$ cat config.mk
export PLATFORM = sky130hd
export DESIGN_NAME = wmm_front
export DESIGN_NICKNAME = d
export VERILOG_FILES = /design/src/hw/rtl/wmm_pkg.sv /design/src/hw/rtl/wmm_front.sv
export SDC_FILE = /design/constraint.sdc
export NUM_CORES = 1
export LEC_CHECK = 0
export BUFFER_PORTS_ARGS = -buffer_cell sky130_fd_sc_hd__buf_2
export CORE_AREA = 3 3 79 81
export DETAILED_ROUTE_END_ITERATION = 8
export DIE_AREA = 0 0 82 84
export HOLD_SLACK_MARGIN = 0.08
export PLACE_DENSITY = 0.77
export SLEW_MARGIN = 20
export SYNTH_ARGS = -nofsm -noshare
export SYNTH_HDL_FRONTEND = slang
export SYNTH_SLANG_ARGS = --single-unit
export TNS_END_PERCENT = 30
$ cat constraint.sdc
create_clock -name clk -period 2.48 [get_ports clk]
set_clock_uncertainty 0.15 [all_clocks]
set_input_delay 0.248 -clock clk [delete_from_list [all_inputs] [get_ports clk]]
set_output_delay 0.248 -clock clk [all_outputs]
set_load 0.005 [all_outputs]
$ cat src/hw/rtl/wmm_pkg.sv
// Shared types and constants of the min/max waveform plotter.
`timescale 1ns / 1ps
`default_nettype none
package wmm_pkg;

  localparam int SAMPLE_W    = 16;
  localparam int COORD_W     = 14;
  localparam int REG_W       = 12;
  localparam int REG_IDX_W   = 2;
  localparam int GEO_W       = 15;
  localparam int IN_DATA_W   = 24;
  localparam int OUT_DATA_W  = 32;
  localparam int OUT_USER_W  = 2;
  localparam int QUEUE_DEPTH = 4;
  localparam int MAX_SAMPLES_DEF = 4096;

  localparam logic [REG_IDX_W-1:0] REG_LEFT   = 2'd0;
  localparam logic [REG_IDX_W-1:0] REG_TOP    = 2'd1;
  localparam logic [REG_IDX_W-1:0] REG_RIGHT  = 2'd2;
  localparam logic [REG_IDX_W-1:0] REG_BOTTOM = 2'd3;

  localparam logic [REG_W-1:0] LEFT_RST   = 12'd0;
  localparam logic [REG_W-1:0] TOP_RST    = 12'd0;
  localparam logic [REG_W-1:0] RIGHT_RST  = 12'd640;
  localparam logic [REG_W-1:0] BOTTOM_RST = 12'd480;

  localparam logic KIND_LOAD  = 1'b0;
  localparam logic KIND_FETCH = 1'b1;

  typedef struct packed {
    logic                       kind;
    logic                       first;
    logic signed [SAMPLE_W-1:0] sample;
  } wmm_item_t;

  typedef struct packed {
    logic [COORD_W-1:0] x;
    logic [COORD_W-1:0] y;
    logic               pen;
    logic               done;
    logic               empty;
  } wmm_res_t;

endpackage
`default_nettype wire

$ cat src/hw/rtl/wmm_front.sv
// Front end: accepts input transactions, classifies them and queues them in order.
`timescale 1ns / 1ps
`default_nettype none
module wmm_front #(
  parameter int DEPTH = wmm_pkg::QUEUE_DEPTH
) (
  input  wire logic                             clk,
  input  wire logic                             rst_n,
  input  wire logic                             in_tvalid,
  output logic                                  in_tready,
  input  wire logic [wmm_pkg::IN_DATA_W-1:0]    in_tdata,
  input  wire logic                             in_tuser,
  output logic                                  q_valid,
  output wmm_pkg::wmm_item_t                    q_item,
  input  wire logic                             q_pop
);
  import wmm_pkg::*;

  localparam int PW = (DEPTH > 1) ? $clog2(DEPTH) : 1;
  localparam int FW = $clog2(DEPTH + 1);

  wmm_item_t        fifo_r [DEPTH];
  logic [PW-1:0]    wr_ptr_r, rd_ptr_r;
  logic [FW-1:0]    fill_r;
  logic             push;
  wmm_item_t        item;

  assign in_tready = (fill_r != FW'(DEPTH));
  assign push      = in_tvalid && in_tready;
  assign q_valid   = (fill_r != '0);
  assign q_item    = fifo_r[rd_ptr_r];

  always_comb begin
    item.kind   = in_tuser ? KIND_FETCH : KIND_LOAD;
    item.first  = in_tdata[SAMPLE_W];
    item.sample = $signed(in_tdata[SAMPLE_W-1:0]);
  end

  always_ff @(posedge clk) begin
    if (push) begin
      fifo_r[wr_ptr_r] <= item;
    end
  end

  always_ff @(posedge clk) begin
    if (!rst_n) begin
      wr_ptr_r <= '0;
      rd_ptr_r <= '0;
      fill_r   <= '0;
    end else begin
      if (push) begin
        wr_ptr_r <= (wr_ptr_r == PW'(DEPTH - 1)) ? '0 : wr_ptr_r + 1'b1;
      end
      if (q_pop) begin
        rd_ptr_r <= (rd_ptr_r == PW'(DEPTH - 1)) ? '0 : rd_ptr_r + 1'b1;
      end
      if (push && !q_pop) begin
        fill_r <= fill_r + 1'b1;
      end else if (!push && q_pop) begin
        fill_r <= fill_r - 1'b1;
      end
    end
  end

endmodule
`default_nettype wire

==> out/qor.yml <==
setup_path:
  crit_path_end_kind: "flop"
  timing.rr.start: "fill_r[1]"
  crit_required_ps: 2550
  cp_max_fo: 7
  critPathLaunchType: "flop"
  path_class: "flop to flop"
  crit_path_start: "fill_r[1]"
  cp.arrival_ps: 2410
sta:
  slew_viol_final: 0
  worst_slew_pin_slew_ps: 488
  slew_headroom: 0.675
  setup_viol: 0
  layout_min_cycle_time_ps: 2340
  fin_crit_sh: 0.944
  fin_hold_ws_ps: 114
  finalHoldViolCount: 0
  fmax_mhz: 427
synthesis:
  ys_seq_elements: 81
  synth_warnings: 0
  yosys.area.top_type: "edfxtp_1"
  ys_top_cells_by_area: "edfxtp_1 70%, mux4_2 13%, dfxtp_1 5.8%"
  avgSynthCellArea_um2: 21.6
  synthCells: 143
  synth_area_um2: 3090
  synth_top_area_share: 0.700
  syn-num-nets: 179
  synth_seq_area_share: 0.759
  synthDistinctLibCells: 28
status:
  status: "complete, no violations"
power:
  irDropWorstVdd_v: 0.000514
  powerDensity_nw_per_um2: 837
  power_leakage_nw: 1.36
  finalPower_mw: 3.18
routing:
  viasPerCell: 5.27
  drc: 0
  wire_per_inst_um: 18.4
  drtIter0Drc: 85
  via_count: 1529
  antenna_left: 0
  first_pass_iters: 4
  drt_wl_total_um: 5330
placed_design:
  io_buffers: 41
  dp_cells: 252
  place_congestion: 0.660
  dpl.hpwl_um: 3260
  post_dp_cell_area_um2: 3350
floorplan:
  initial_core_util: 0.557
  ioPinCount: 49
  die_h_um: 84
  rows: 27
  core_area_um2: 5540
  die-area_um2: 6890
  die_x_um: 82
global_route:
  grt_pass1_wl_um: 8740
  first_global_vias: 1694
  grtUsageTotal: 0.178
  grt_antenna_before_repair: 0
  grt_overflow_total: 0
  grt_max_degree: 19
clock_tree:
  cts_tree: "built"
  ctsRootBufferMaster: "clkbuf_8"
  clkLatencyLatePin_ps: 330
  cts_buffer_depth: 2
  cts_buffers: 9
  htreeDepth: 3
  clock_sinks: 81
  cts_setup_buffers: 0
  clkSlewWorstSetupHoldPaths_ps: 80
finish:
  drive_gt1_frac: 0.385
  num_antenna_cells: 0
  fin_cells: 290
  design_area_um2: 3800
  areaGrowthSynthToFinish_pct: 22.9
  utilization: 0.685
  nNetsFinal: 249
worst_hold_path:
  hp-class: "primary input to flop"
  min_from: "q_pop"
job:
  max_cap_viol_count: 0
-- per-layer routing --
| layer | wire (µm) | GRT usage |
|---|---|---|
| met4 | 121 | 0.0937 |
| met1 | 2170 | 0.225 |
| met5 | 0 | 0 |
| met2 | 2850 | 0.284 |
| met3 | 180 | 0.0400 |
-- cell usage after synthesis --
library cell,n
mux2i_1,3
o21ai_1,1
or3_2,2
mux4_2,18
nand2_1,3
nor2_1,1
edfxtp_1,72
clkbuf_2,1
and3_2,4
inv_1,4
ha_1,6
and2_4,1
or3b_1,1
o21ai_0,1
buf_4,1
buf_6,2
fa_1,1
xor2_1,1
nor2b_1,3
and2_1,1
dfxtp_1,9
clkbuf_1,1
buf_2,1
xnor2_1,1
nand4_1,1
a21boi_1,1
nor3_1,1
o21a_1,1
-- layout make-up --
| cell class | count | area, µm² |
|---|---|---|
| inverter | 4 | 15.0 |
| multi-input combinational | 52 | 689 |
| clock inverter | 7 | 95.1 |
| fill | 371 | 1740 |
| clock buffer | 9 | 124 |
| sequential | 81 | 2340 |
| timing repair buffer | 65 | 440 |
| tap | 72 | 90.1 |
-- kinds of logic (layout without fill, tap and decap cells) --
group / after synthesis / after routing / synth area share
xor+xnor: 2 / 2 / 0.00567
buf+inv: 10 / 85 / 0.0190
compound gates: 4 / 4 / 0.00810
simple gates: 18 / 18 / 0.0369
mux: 21 / 21 / 0.141
flops: 81 / 81 / 0.759
fa+ha+maj: 7 / 7 / 0.0308
-- power by group --
group / total (mW) / switching, mW / internal (mW)
clock: 1.02 / 0.452 / 0.567
sequential: 1.69 / 0.0551 / 1.63
combinational: 0.470 / 0.226 / 0.244
-- stage by stage --
| step | setup slack, ps | setup TNS [ps] |
|---|---|---|
| 6_report | 140 | 0 |
| 2_1_floorplan | 254 | 0 |
| 3_3_place_gp | 221 | 0 |
| 4_1_cts | 58.3 | 0 |
| 5_1_grt | -5.70 | -5.70 |
| 3_5_place_dp | 67.2 | 0 |
-- critical path: stages (launching register included) --
cell and delay, ps:
dfxtp_1 350, or3b_4 450, nand4_1 110, dlygate4sd3_1 540, o21ai_1 60, dlygate4sd3_1 560
-- cells in the final DEF (no fill, tap or decap) --
master	count
nand4_1	1
and3_2	4
clkinv_4	3
o21ai_0	1
nor2b_1	3
or3_2	2
and2_1	1
mux2i_1	3
or3b_4	1
buf_4	2
and2_4	1
fa_1	1
nor3_1	1
clkbuf_8	9
dfxtp_1	9
xor2_1	1
mux4_2	18
nand2_1	3
o21a_1	1
dlygate4sd3_1	22
a21boi_1	1
bufinv_16	2
edfxtp_1	72
o21ai_1	1
nor2_1	1
ha_1	6
inv_1	4
clkinv_1	1
buf_2	41
xnor2_1	1
clkinv_2	1
-- flip-flops by register name, indices dropped and copies added (netlist names), named ones only --
| signal | count |
|---|---|
| rd_ptr_r | 2 |
| fifo_r | 72 |
| wr_ptr_r | 2 |
| fill_r | 3 |
-- final timing paths --
| kind | slack [ps] | cells after the start | endpoint |
|---|---|---|---|
| worst min-delay path | 110 | 3 | rd_ptr_r[1] |
| worst max register to register | 140 | 5 | wr_ptr_r[0] |
| worst min register to register | 350 | 2 | fill_r[2] |
| worst max-delay path | 140 | 5 | wr_ptr_r[0] |
-- what timing repair did --
action	CTS	global route
gates resized for setup	0	1
endpoints found under the hold margin	77	0
hold buffers	22	0
setup endpoints to repair	0	2
(Power assumes the default switching activity.)
